### config.mk
export PLATFORM = sky130hd
export DESIGN_NAME = cfpb_div
export DESIGN_NICKNAME = d
export VERILOG_FILES = /design/src/sv/cfpb_pkg.sv /design/src/sv/cfpb_div.sv
export SDC_FILE = /design/constraint.sdc
export NUM_CORES = 1
export LEC_CHECK = 0
export ABC_AREA = 1
export BUFFER_PORTS_ARGS = -buffer_cell sky130_fd_sc_hd__clkbuf_2
export CAP_MARGIN = 20
export CORE_ASPECT_RATIO = 1.1
export CORE_MARGIN = 1.5
export CORE_UTILIZATION = 28
export CTS_CLUSTER_SIZE = 16
export DETAILED_ROUTE_END_ITERATION = 12
export PLACE_DENSITY = 0.43
export SETUP_SLACK_MARGIN = 0.1
export SYNTH_ARGS = -nofsm -noshare
export SYNTH_HDL_FRONTEND = slang
export SYNTH_SLANG_ARGS = --single-unit
### constraint.sdc
create_clock -name clk -period 3.2 [get_ports clk]
set_input_delay 0.64 -clock clk [delete_from_list [all_inputs] [get_ports clk]]
set_output_delay 0.64 -clock clk [all_outputs]
set_load 0.05 [all_outputs]
### src/sv/cfpb_pkg.sv
// Shared types, widths, codes and axis-selection functions for the cube face
// projection block. No dependencies; imported by every module of the block.
package cfpb_pkg;

  localparam int POS_W     = 24;
  localparam int COMP_W    = POS_W + 1;
  localparam int DV_W      = POS_W;
  localparam int SUM_W     = 31;
  localparam int Q_W       = 20;
  localparam int FRAC_W    = 16;
  localparam int DEPTH_W   = 12;
  localparam int MAX_VERTS = 64;
  localparam int VIDX_W    = $clog2(MAX_VERTS);
  localparam int VCNT_W    = $clog2(MAX_VERTS + 1);
  localparam int VERT_W    = 3 * POS_W;
  localparam int FACE_W    = 3;
  localparam int NUM_FACES = 6;
  localparam int DIV_STEPS = Q_W;
  localparam int STEP_W    = $clog2(DIV_STEPS + 1);
  localparam int OUT_W     = 88;

  localparam logic signed [Q_W-1:0] Q_MAX = {1'b0, {(Q_W-1){1'b1}}};
  localparam logic signed [Q_W-1:0] Q_MIN = {1'b1, {(Q_W-1){1'b0}}};

  localparam logic REQ_VERTEX = 1'b0;
  localparam logic REQ_CLEAR  = 1'b1;

  localparam logic [FACE_W-1:0] FACE_PX = 3'd0;
  localparam logic [FACE_W-1:0] FACE_NX = 3'd1;
  localparam logic [FACE_W-1:0] FACE_PY = 3'd2;
  localparam logic [FACE_W-1:0] FACE_NY = 3'd3;
  localparam logic [FACE_W-1:0] FACE_PZ = 3'd4;
  localparam logic [FACE_W-1:0] FACE_NZ = 3'd5;

  typedef enum logic [2:0] {
    ST_IDLE,
    ST_FACE,
    ST_READ,
    ST_LOAD,
    ST_DIV,
    ST_UPD,
    ST_OUT
  } st_t;

  // Sign-extend one stored coordinate to component width.
  function automatic logic signed [COMP_W-1:0] ext(input logic [POS_W-1:0] a);
    ext = {a[POS_W-1], a};
  endfunction

  function automatic logic signed [COMP_W-1:0] vx(input logic [VERT_W-1:0] v);
    vx = ext(v[POS_W-1:0]);
  endfunction

  function automatic logic signed [COMP_W-1:0] vy(input logic [VERT_W-1:0] v);
    vy = ext(v[2*POS_W-1:POS_W]);
  endfunction

  function automatic logic signed [COMP_W-1:0] vz(input logic [VERT_W-1:0] v);
    vz = ext(v[3*POS_W-1:2*POS_W]);
  endfunction

  // s component of a vertex for a given face.
  function automatic logic signed [COMP_W-1:0] s_comp(input logic [VERT_W-1:0] v,
                                                     input logic [FACE_W-1:0] f);
    unique case (f)
      FACE_PX: s_comp = -vy(v);
      FACE_NX: s_comp = vy(v);
      FACE_PY: s_comp = vx(v);
      FACE_NY: s_comp = -vx(v);
      FACE_PZ: s_comp = -vy(v);
      FACE_NZ: s_comp = -vy(v);
      default: s_comp = '0;
    endcase
  endfunction

  // t component of a vertex for a given face.
  function automatic logic signed [COMP_W-1:0] t_comp(input logic [VERT_W-1:0] v,
                                                     input logic [FACE_W-1:0] f);
    unique case (f)
      FACE_PX, FACE_NX, FACE_PY, FACE_NY: t_comp = vz(v);
      FACE_PZ: t_comp = -vx(v);
      FACE_NZ: t_comp = vx(v);
      default: t_comp = '0;
    endcase
  endfunction

  // Depth component of a vertex for a given face, sign applied.
  function automatic logic signed [COMP_W-1:0] d_comp(input logic [VERT_W-1:0] v,
                                                     input logic [FACE_W-1:0] f);
    unique case (f)
      FACE_PX: d_comp = vx(v);
      FACE_NX: d_comp = -vx(v);
      FACE_PY: d_comp = vy(v);
      FACE_NY: d_comp = -vy(v);
      FACE_PZ: d_comp = vz(v);
      FACE_NZ: d_comp = -vz(v);
      default: d_comp = '0;
    endcase
  endfunction

endpackage

### src/sv/cfpb_div.sv
// Bit-serial restoring divider giving a saturated Q3.16 quotient of
// (comp * 2^16) / dv, one quotient bit per cycle. Depends on cfpb_pkg.
module cfpb_div (
  input  logic                           clk,
  input  logic                           rst,
  input  logic                           start,
  input  logic signed [cfpb_pkg::COMP_W-1:0] comp,
  input  logic [cfpb_pkg::DV_W-1:0]      dv,
  output logic                           done,
  output logic signed [cfpb_pkg::Q_W-1:0] quo_q
);
  import cfpb_pkg::*;

  logic [COMP_W-1:0] mag_c;
  logic [COMP_W-1:0] mag_hi;
  logic [DV_W-1:0]   rem;
  logic [DV_W-1:0]   divisor;
  logic [Q_W-1:0]    nbits;
  logic [Q_W-1:0]    quo;
  logic              neg;
  logic              ovf;
  logic              busy;
  logic [STEP_W-1:0] cnt;
  logic [DV_W:0]     trial;
  logic [DV_W:0]     diff;
  logic              ge;

  // Magnitude of the numerator; the part of comp*2^16 from bit 20 up seeds the remainder.
  assign mag_c  = comp[COMP_W-1] ? COMP_W'(-comp) : COMP_W'(comp);
  assign mag_hi = mag_c >> 4;

  // One restoring step.
  assign trial = {rem, nbits[Q_W-1]};
  assign diff  = trial - {1'b0, divisor};
  assign ge    = trial >= {1'b0, divisor};

  // Control: step counter and finish strobe.
  always_ff @(posedge clk) begin
    if (rst) begin
      busy <= 1'b0;
      cnt  <= '0;
      done <= 1'b0;
    end else begin
      done <= 1'b0;
      if (start) begin
        busy <= 1'b1;
        cnt  <= STEP_W'(DIV_STEPS);
      end else if (busy) begin
        cnt <= cnt - 1'b1;
        if (cnt == STEP_W'(1)) begin
          busy <= 1'b0;
          done <= 1'b1;
        end
      end
    end
  end

  // Datapath: remainder, numerator bits and quotient shift registers.
  always_ff @(posedge clk) begin
    if (start) begin
      rem     <= DV_W'(mag_hi);
      divisor <= dv;
      nbits   <= {mag_c[3:0], {(Q_W-4){1'b0}}};
      quo     <= '0;
      neg     <= comp[COMP_W-1];
      ovf     <= mag_hi >= COMP_W'(dv);
    end else if (busy) begin
      rem   <= ge ? diff[DV_W-1:0] : trial[DV_W-1:0];
      nbits <= {nbits[Q_W-2:0], 1'b0};
      quo   <= {quo[Q_W-2:0], ge};
    end
  end

  // Apply sign and saturate to the Q3.16 range.
  always_comb begin
    if (ovf) begin
      quo_q = neg ? Q_MIN : Q_MAX;
    end else if (neg) begin
      quo_q = (quo > Q_W'(Q_MIN)) ? Q_MIN : Q_W'(-quo);
    end else begin
      quo_q = quo[Q_W-1] ? Q_MAX : Q_W'(quo);
    end
  end

endmodule

# == Word-level counts from Yosys, hierarchy flattened ==
# Cells that the tools add are included.
# word_totals
register_bits,81
input_bits,52
out_inout_bits,21
# classes
n_addsub,4
order_cmp,3
eq_ne,1
n_mux,17
bitwise,1
n_reduce_logical,3
# ops
operator,count
two-way mux 20 bit,6
two-way mux 21 bit,2
>= comparator 25 x 24 -> 1 bit,1
two-way mux 25 bit,1
negator 25 bit,1
>= comparator 21 x 24 -> 1 bit,1
two-way mux 24 bit,1
subtractor 24 bit,1
"greater-than comparator 20 bit, second input constant",1
negator 20 bit,1
two-way mux 19 bit,1
two-way mux 5 bit,2
"== test 5 x 1 -> 1 bit, second input constant",1
"subtractor 5 x 1 -> 5 bit, second input constant",1
two-way mux 1 bit,4
OR reduction 3 bit,1
nonzero test 2 bit,1
OR reduction 2 bit,1
NOT 1 bit,1

# == Longest topological paths before layout ==
# Gate-level depths: netlist of run 1.
# depth
depth_word,4
mapped_depth,16
depth_no_buf,16

# == Worst setup path before layout of run 1 ==
# No wires, ideal clock.
# synth_timing
kind,reg-to-output
start,register quo[0]
end,output quo_q[2] in the netlist's numbering
arrival_ps,2528
required_ps,2560
setup_slack_ps,32
path_stages_with_launch,13
path_buffers,0
path_cell_list,dfxtp_1 > inv_1 > ha_1 > nand3_2 > nor2_2 > nand2_2 > nor2_4 > nand3_1 > nand2_2 > nand2_2 > inv_2 > nand2_2 > o21ai_0
# synth_via
elab_chain_len,4
elab_cells_between_ends,5
# synth_rtl
element,line,rtl
start: declaration,cfpb_div.sv:19,logic [Q_W-1:0] quo;
start signal: assignment,cfpb_div.sv:70,"quo <= {quo[Q_W-2:0], ge};"
negator 20 bit or greater-than comparator 20 bit (tied branches),cfpb_div.sv:79,quo_q = (quo > Q_W'(Q_MIN)) ? Q_MIN : Q_W'(-quo);
two-way mux 20 bit *,cfpb_div.sv:79,
two-way mux 20 bit *,cfpb_div.sv:78,end else if (neg) begin
two-way mux 20 bit *,cfpb_div.sv:76,if (ovf) begin
end: declaration,cfpb_div.sv:10,output logic signed [cfpb_pkg::Q_W-1:0] quo_q
# Mark *: on every way between the ends. The rest lies on a longest branch, timed or not.

# == Worst setup path after layout of run 1 ==
# layout_timing
start,register quo[1]
end,output quo_q[17] in the netlist's numbering
# The elaborated chain is that of the path after synthesis.

==> results of run 1 <==
==> registers in the layout, indices dropped and copies added, names as in the netlist <==
name / count
divisor: 24
cnt: 5
nbits: 4
busy: 1
done: 1
neg: 1
ovf: 1
quo: 20
rem: 24
==> layer usage <==
layer / routed length, µm / track usage
met2: 8820 / 0.270
met4: 304 / 0.0504
met5: 0 / 0
met1: 9440 / 0.227
met3: 626 / 0.0186
==> what timing repair did <==
| item | 4_1_cts | 5_1_grt |
|---|---|---|
| cloned | 0 | 0 |
| pin swaps | 0 | 0 |
| endpoints found under the setup margin | 12 | 18 |
| gates resized for setup | 6 | 76 |
==> through the flow <==
stage | util | hold slack, ns | setup WS [ns] | setup TNS (ns) | instance area [µm²]
after floorplan | - | 0.442 | 0.0323 | 0 | 6570
after global routing | 0.342 | 0.463 | 0.0752 | 0 | 7830
final | 0.342 | 0.471 | 0.274 | 0 | 7830
after detailed placement | 0.320 | 0.472 | -0.0973 | -0.0973 | 7330
after global placement | 0.320 | 0.462 | -0.0452 | -0.0452 | 7330
after CTS | 0.335 | 0.456 | 0.129 | 0 | 7680
==> worst max-delay path: stages (launching register included) <==
cell and delay, ns:
dfxtp_1 0.31, inv_1 0.11, ha_2 0.20, nand3_2 0.10, nor2_2 0.13, nand2_2 0.10, nor2_4 0.11, nand3_1 0.10
nand2_2 0.10, nand2_2 0.10, inv_4 0.10, nand2_8 0.10, o21ai_2 0.17, buf_6 0.17
==> cell families (layout without fill, tap and decap cells) <==
family / after synthesis / after routing / share of synthesized area
flops: 81 / 81 / 0.324
simple gates: 427 / 427 / 0.279
fa+ha+maj: 50 / 50 / 0.0963
xor+xnor: 45 / 45 / 0.0600
compound gates: 156 / 156 / 0.133
buf+inv: 178 / 261 / 0.107
==> path summary, 6_finish.rpt <==
kind / start / end / slack [ns]
max: quo[1] / quo_q[17] / 0.27
min: rst / cnt[4] / 0.47
max reg2reg: rem[7] / rem[19] / 0.55
min reg2reg: cnt[4] / cnt[4] / 0.48
==> placed cells by master (no fill, tap or decap), drive strengths merged, types with 2 or more instances in the layout <==
| cell type | instances |
|---|---|
| a21oi | 42 |
| a31oi | 2 |
| buf | 32 |
| bufinv | 2 |
| clkbuf | 65 |
| clkinv | 3 |
| dfxtp | 30 |
| edfxtp | 51 |
| ha | 49 |
| inv | 159 |
| nand2 | 241 |
| nand3 | 62 |
| nand3b | 2 |
| nand4 | 20 |
| nor2 | 71 |
| nor3 | 18 |
| nor4 | 2 |
| o211ai | 4 |
| o21ai | 69 |
| o21bai | 11 |
| o22ai | 20 |
| o31ai | 3 |
| or2 | 9 |
| xnor2 | 14 |
| xor2 | 31 |
==> where the power goes <==
group          total (µW)  internal (µW)  switching (µW)
Sequential           1300           1240            57.3
Combinational        1670            603            1070
Clock                1170            699             468
Total                4130           2540            1590
==> layout make-up <==
type / instances / area [µm²] / area share
sequential: 81 / 2130 / 0.272
inverter: 157 / 592 / 0.0756
clock buffer: 9 / 225 / 0.0288
multi-input combinational: 678 / 3820 / 0.488
timing repair buffer: 88 / 578 / 0.0738
clock inverter: 7 / 106 / 0.0136
tap: 300 / 375 / 0.0479
==> run metrics, run 1 <==
top-count cell post-synth nand2_1; Crit Path Max Fanout 12; dpl cells 1304; RSZ-0062 raised after global routing yes; maxcap violations 0; register bit total from synthesis 81; Distinct cells, synth 44; GRT Resource Usage Total 0.165; Routed WL 19200 µm; DRC 0; htree depth 3; area grow syn2layout 19.1%; FMAX 342 MHz; fin cells 1320; I/O pin count 73; max-slew violation count 0; worst relative slew slack 0.598; GPL Wtd Cong 0.854; Core Area 0.0229 mm²; Post-Syn Instances 937; # rows 58; leakage dissipation 0.00380 µW; Die Span Y 164 µm; number of buffers created by CTS 9; Primary FF master, synth edfxtp_1; post-layout min period 2.93 ns; top cells by count, synth nand2_1, inv_1, nor2_1; Post-synth EDFFs 51; Async SR Flop Fraction 0; DIE WIDTH 149 µm; Routed WL per cell 14.5 µm; Pre-antenna DRT Iters 4; Total Power 4130 µW; Root Buffer clkbuf_16; DP HPWL 15900 µm; sequential fraction of the synthesis area 0.324; Arr. time, crit path 2.29 ns; Detail Route Antenna Nets 0; Avg Synthesized Cell Area 7.02 µm²; maximum vdd drop 0.265 mV; Hold-fix buffers, CTS 0; DR vias 6117; startpoint types register; YS warnings 0; clk buf depth 2; clock skew 0.0107 ns; Tcrit/Tclk final 0.914; CTS sink count 81; share of the synthesized area in the top cell type 0.233; first-pass GRT wire length 31300 µm; share of layout cells above drive strength 1 0.137; final setup vio count 0; die area 0.0244 mm²; CTS tree built; clock slew at reported path FFs 0.07 ns; IO Port Bufs 72; nets@finish 1117; Worst Path Required 2.56 ns; ant diodes 0; drt initial violations 283; Via density 4.63; area leader, netlist edfxtp_1; crit end category output port; Hold Path Stages 2; initial antenna violation count 0; vias in the first global route 6001; Fillers 2534; synthesized cell area 0.00657 mm²; run status finished clean; Worst R2R Path Depth 11; clock latency on the worst-skew pair 0.35 ns; # Post-CTS Setup Buffers 0; Final Hold Fails 0; cell area power density 528 mW/mm²; GR Overflow Total 0; Initial Util 0.287; pin count of the biggest net entering global routing 45; crit path kind reg2out; main area contributors after synthesis edfxtp_1, nand2_1, ha_1; Slew @ Worst Pin 0.598 ns; worst min path class in2reg; Synthesized Nets 1039
Power figures use the tool's default switching activity.
==> inputs of run 2 (changes only) <==
--- a/config.mk
+++ b/config.mk
@@ -5,7 +5,6 @@
 export SDC_FILE = /design/constraint.sdc
 export NUM_CORES = 1
 export LEC_CHECK = 0
-export ABC_AREA = 1
 export BUFFER_PORTS_ARGS = -buffer_cell sky130_fd_sc_hd__clkbuf_2
 export CAP_MARGIN = 20
 export CORE_ASPECT_RATIO = 1.1
==> run 2 against run 1 <==
  * The flow now finishes with violations (negative setup slack)
  * Worst hold slack improved by 0.017 ns
  * Sequential power barely moved
  * Sequential share of layout area fell by 3.1 points
  * Global-route usage rose by 0.24 points
  * Largest cell class unchanged
==> run metrics, run 2 <==
main area contributors after synthesis edfxtp_1, ha_1, dfxtp_1; Fillers 2122 (-16%); Worst Path Required 2.56 ns (about the same); clock slew at reported path FFs 0.06 ns (about the same); Logic pwr share 0.475 (+0.071); synthesized cell area 0.00611 mm² (-7.0%); most frequent cells in the layout buf_4, nor2_1, inv_1, clkbuf_2, edfxtp_1; placed instance area 0.00800 mm² (+9.2%); initial antenna violation count 0 (unchanged); Hold Path Stages 1 (-1); Routed WL per cell 15.6 µm (+7.4%); RSZ-0062 raised after global routing yes; register bit total from synthesis 81 (unchanged); I/O pin count 73 (unchanged); routed metal-1 wirelength 8540 µm (-9.5%); YS warnings 0 (unchanged); DIE WIDTH 144 µm (-3.5%); Post-synth EDFFs 51 (unchanged); Top Layer Used met4; leakage dissipation 0.00388 µW (+2.3%); Crit Path Max Fanout 2 (-10); Hold-fix buffers, CTS 0 (unchanged); Tcrit/Tclk final 1.16 (+0.245); maximum vdd drop 0.288 mV (+8.8%); Async SR Flop Fraction 0 (unchanged); reg2reg setup slack 0.23 ns (-0.32 ns); Clk pwr share 0.230 (-0.052); number of buffers created by CTS 9 (unchanged); DP HPWL 14400 µm (-9.5%); DR vias 5783 (-5.5%); GR Overflow Total 0 (unchanged); final setup vio count 15 (+15); run status complete, but fails checks; # rows 56 (-3.4%); Primary FF master, synth edfxtp_1; Placement Setup Slack -0.399 ns (-0.302 ns); Avg Synthesized Cell Area 8.72 µm² (+24%); CTS tree built; ant diodes 0 (unchanged); Worst Min Path Start dv[12]; met3 wire len 504 µm (-19%); clock skew 0.00810 ns (-0.00256 ns); Pre-antenna DRT Iters 6 (+2); Slew @ Worst Pin 0.458 ns (-0.140 ns); Routed WL 18400 µm (-4.4%); FMAX 269 MHz (-21%); FF-to-FF Start rem[7]; sw frac 0.351 (-0.0346); pin count of the biggest net entering global routing 33 (-27%); biggest regs divisor x24, rem x24, quo x20; GPL Wtd Cong 0.869 (+1.8%); Distinct cells, synth 61 (+39%); IO Port Bufs 72 (unchanged); clock latency on the worst-skew pair 0.34 ns (about the same); CTS sink count 81 (unchanged); failing checks negative setup slack; Synthesized Nets 803 (-23%); Final Hold Fails 0 (unchanged); die area 0.0227 mm² (-6.9%); met2 WL post-DR 8920 µm (+1.1%); area grow syn2layout 45.0%; drt initial violations 184 (-35%); max-slew violation count 0 (unchanged); most common cell after layout, fill and taps aside buf_4; area leader, netlist edfxtp_1; Internal 2860 µW (+13%); Worst R2R End rem[23]; setup ws final -0.511 ns (-0.785 ns); Flop pwr share 0.295 (-0.019); Post-Syn Instances 701 (-25%); worst relative slew slack 0.695 (+0.0964); Via density 4.92 (+6.2%); top cells by count, synth nor2_1, inv_1, nand2_1; share of the synthesized area in the top cell type 0.251 (+0.0176); sequential fraction of the synthesis area 0.349 (+0.0246); Detail Route Antenna Nets 0 (unchanged); top-count cell post-synth nor2_1; cell area power density 498 mW/mm² (-5.6%); first-pass GRT wire length 29700 µm (-5.2%); Worst R2R Path Depth 11 (unchanged); htree depth 3 (unchanged); Arr. time, crit path 3.07 ns (+0.78 ns); DRC 0 (unchanged); Core Area 0.0214 mm² (-6.8%); nets@finish 982 (-12%); startpoint types register; worst min path class in2reg; post-layout min period 3.71 ns (+0.785 ns); Die Span Y 158 µm (-3.5%); clk buf depth 2 (unchanged); Initial Util 0.286 (-0.000717); Root Buffer clkbuf_16; final instance area 0.00886 mm² (+13%); GRT Resource Usage Total 0.167 (+0.00239); Switch Pwr 1550 µW (-2.9%); crit path kind reg2out; Hold Path End divisor[12]; share of layout cells above drive strength 1 0.333 (+0.196); crit end category output port; vias in the first global route 5872 (-2.1%); maxcap violations 0 (unchanged)
-- run 2: changes by cell type after synthesis, sizes merged, moves of 14 or more --
cell    delta
a21o      +17
clkbuf    +14
inv       -93
mux2i     +37
nand2    -188
nand3     -52
nand4     -17
o21ai     -29
o22ai     -20
o311ai    +14
or3       +15
xnor2     +21
xor2      -23
-- run 2: power by group through the flow --
stage               logic, µW  registers, µW  clock network (µW)
finish                   2100           1300                1010
global route             2300           1310                1090
CTS                      2010           1300                1040
detailed placement       1890           1320                   0
global placement         1870           1310                   0
floorplan                1190           1300                   0
-- run 2: area by class of cell --
class                      instances  area, µm²  area share
tap                              290        363      0.0410
clock inverter                     2       10.0     0.00113
sequential                        81       2130       0.241
clock buffer                      14        283      0.0319
timing repair buffer             200       1620       0.183
inverter                          62        233      0.0263
multi-input combinational        526       4210       0.476
-- run 2: kinds of logic after synthesis --
logic type	Yosys count	synth area share
AO/OA/AOI/OAI	175	0.189
multiplexers	39	0.0643
flip-flops	81	0.349
XOR/XNOR	43	0.0616
adder cells (fa/ha/maj)	50	0.104
buffers and inverters	94	0.0586
AND/OR/NAND/NOR	219	0.174
-- run 2: layer usage --
| layer | vias up | global-route usage |
|---|---|---|
| met5 | - | 0 |
| met4 | 0 | 0.0627 |
| met3 | 25 | 0.0175 |
| met2 | 96 | 0.292 |
| met1 | 2761 | 0.212 |
| li1 | 2901 | - |
-- run 2: worst max-delay path by stage --
| stage | end | slack [ns] | startpoint |
|---|---|---|---|
| 3_5_place_dp | ovf | -0.40 | comp[17] |
| 2_1_floorplan | quo_q[2] | -0.32 | quo[0] |
| 3_3_place_gp | ovf | -0.42 | comp[17] |
| 6_report | quo_q[18] | -0.51 | quo[0] |
| 4_1_cts | quo_q[18] | -0.56 | quo[0] |
| 5_1_grt | quo_q[18] | -0.60 | quo[0] |
-- run 2: metrics by stage --
step | hold slack [ns] | instances | total power (µW) | utilization | TNS, ns
after floorplan | 0.457 | 701 | 2490 | - | -1.36
after global placement | 0.472 | 1145 | 3180 | 0.374 | -2.71
after detailed placement | 0.485 | 1145 | 3210 | 0.374 | -3.13
after CTS | 0.472 | 1171 | 4350 | 0.405 | -1.11
after global routing | 0.481 | 1175 | 4700 | 0.415 | -4.12
final | 0.487 | 1175 | 4410 | 0.415 | -1.88
-- run 2: what timing repair did --
action | 4_1_cts | 5_1_grt
pin swaps | 12 | 11
endpoints found under the setup margin | 44 | 35
gates resized for setup | 50 | 47
buffers inserted | 10 | 4
-- run 2: critical path: stages (launching register included) --
cell and delay (ns):
dfxtp_2 0.32, inv_2 0.08, ha_4 0.14, nor3b_4 0.20, nand4_2 0.12, or3_4 0.35
or3_4 0.33, or3_4 0.34, or3_4 0.34, a211oi_2 0.19, buf_4 0.15, a21oi_4 0.03
buf_8 0.15
==> inputs of run 3 (changes only) <==
--- a/config.mk
+++ b/config.mk
@@ -13,7 +13,8 @@
 export CTS_CLUSTER_SIZE = 16
 export DETAILED_ROUTE_END_ITERATION = 12
 export PLACE_DENSITY = 0.43
-export SETUP_SLACK_MARGIN = 0.1
+export SETUP_SLACK_MARGIN = 0.05
 export SYNTH_ARGS = -nofsm -noshare
 export SYNTH_HDL_FRONTEND = slang
 export SYNTH_SLANG_ARGS = --single-unit
+export TNS_END_PERCENT = 20
==> run 3 against run 2 <==
  * The run still ends with negative setup slack left
  * Non-clock buffer count increased by 4
  * Clock power about the same
  * Count of clock-buffer cells in the layout decreased by 2
  * Wire length decreased by 1.7%
  * Critical path depth unchanged
==> run metrics, run 3 (synthesis results as in run 2) <==
Root Buffer clkbuf_16; ant diodes 0 (unchanged); startpoint types register; Detail Route Antenna Nets 0 (unchanged); Total Power 4340 µW (-1.6%); Hold Path Stages 1 (unchanged); cell area power density 495 mW/mm² (-0.45%); clock slew at reported path FFs 0.06 ns (about the same); final setup vio count 18 (+3); worst relative slew slack 0.584 (-0.110); Routed WL 18100 µm (-1.7%); final instance area 0.00875 mm² (-1.2%); clk buf depth 2 (unchanged); Routed WL per cell 15.3 µm (-2.0%); DRC 0 (unchanged); vias in the first global route 5887 (+0.26%); htree depth 3 (unchanged); RSZ-0062 raised after global routing yes; post-layout min period 3.72 ns (+0.00411 ns); share of layout cells above drive strength 1 0.317 (-0.0161); Slew @ Worst Pin 0.618 ns (+0.160 ns); clock latency on the worst-skew pair 0.35 ns (about the same); Final Hold Fails 0 (unchanged); max-slew violation count 0 (unchanged); Via density 4.90 (-0.43%); GPL Wtd Cong 0.870 (about the same); most frequent cells in the layout buf_4, nor2_1, inv_1, clkbuf_2; Arr. time, crit path 3.08 ns (about the same); worst hold slack 0.482 ns (-0.00541 ns); Pre-antenna DRT Iters 4 (-2); Crit Path Max Fanout 2 (unchanged); leakage dissipation 0.00390 µW (+0.54%); CTS tree built; # rows 56 (unchanged); Hold-fix buffers, CTS 0 (unchanged); I/O pin count 73 (unchanged); GRT Resource Usage Total 0.163 (-0.00439); placed instance area 0.00794 mm² (-0.80%); maxcap violations 0 (unchanged); Core Area 0.0214 mm² (unchanged); crit end category output port; biggest regs divisor x24, rem x24, quo x20; crit path kind reg2out; drt initial violations 170 (-7.6%); Tcrit/Tclk final 1.16 (+0.00128); area grow syn2layout 43.2%; DR vias 5778 (-0.086%); Worst Path Required 2.56 ns (about the same); clock skew 0.00890 ns (+0.000808 ns); DP HPWL 13900 µm (-3.2%); setup ws final -0.515 ns (-0.00411 ns); CTS sink count 81 (unchanged); Initial Util 0.286 (unchanged); Worst R2R Path Depth 11 (unchanged); nets@finish 986 (+0.41%); Die Span Y 158 µm (unchanged); storage element area 0.00213 mm² (about the same); first-pass GRT wire length 29000 µm (-2.3%); maximum vdd drop 0.257 mV (-11%); FMAX 269 MHz (-0.11%); Placement Setup Slack -0.657 ns (-0.258 ns); IO Port Bufs 72 (unchanged); die area 0.0227 mm² (unchanged); Fillers 2140 (+0.85%); GR Overflow Total 0 (unchanged); run status complete, but fails checks; failing checks negative setup slack; initial antenna violation count 0 (unchanged); DIE WIDTH 144 µm (unchanged); worst min path class in2reg; pin count of the biggest net entering global routing 69 (+110%); most common cell after layout, fill and taps aside buf_4; number of buffers created by CTS 9 (unchanged); Multi-input gate area 0.00404 mm² (-4.0%); final setup TNS -2.00 ns (-0.119 ns)
## run 3: changes by cell type in the layout (fill, tap and decap cells not counted), sizes merged
| cell | before | now |
|---|---|---|
| buf | 146 | 145 |
| clkbuf | 68 | 71 |
| inv | 62 | 64 |
## run 3: area by class of cell
| type | count | share of cell area |
|---|---|---|
| clock buffers | 12 | 0.0310 |
| clock inverters | 4 | 0.00257 |
| inverters | 62 | 0.0266 |
| multi-input cells | 526 | 0.462 |
| flip-flops and latches | 81 | 0.244 |
| well taps | 290 | 0.0415 |
| repair buffers | 204 | 0.193 |
## run 3: final timing paths
check / startpoint / end / slack, ns
worst min register to register: rem[23] / rem[23] / 0.50
worst max register to register: rem[3] / rem[2] / 0.09
worst max-delay path: quo[0] / quo_q[18] / -0.52
worst min-delay path: dv[3] / divisor[3] / 0.48
## run 3: routing by layer
metal | vias to the layer above | global-route usage | wire length, µm
met4 | 0 | 0.0607 | 435
li1 | 2913 | - | -
met1 | 2725 | 0.202 | 8350
met3 | 26 | 0.0194 | 513
met5 | - | 0 | 0
met2 | 114 | 0.287 | 8750
## run 3: repair_timing
item                                    4_1_cts  5_1_grt
pin swaps                                    24        2
hold endpoints to repair                      0        0
setup buffers                                 8        9
endpoints found under the setup margin       41       44
gates cloned                                  0        1
resized for setup                            58       22
## run 3: critical path, cell delays in order (launching register included)
cell and delay [ns]:
dfxtp_2 0.32, inv_2 0.07, ha_4 0.13, nor3b_4 0.20, nand4_2 0.13, or3_4 0.35, or3_4 0.33, or3_4 0.34
or3_4 0.34, a211oi_2 0.19, buf_4 0.15, a21oi_4 0.03, buf_8 0.15
## run 3: power breakdown
group	switching [µW]	internal, µW	total (µW)
Combinational	1030	972	2010
Sequential	55.9	1240	1300
Clock	432	601	1030
## run 3: stage by stage
stage,util,std cells
after floorplan,-,701
after global placement,0.371,1145
after detailed placement,0.371,1145
after CTS,0.402,1169
after global routing,0.410,1179
final,0.410,1179
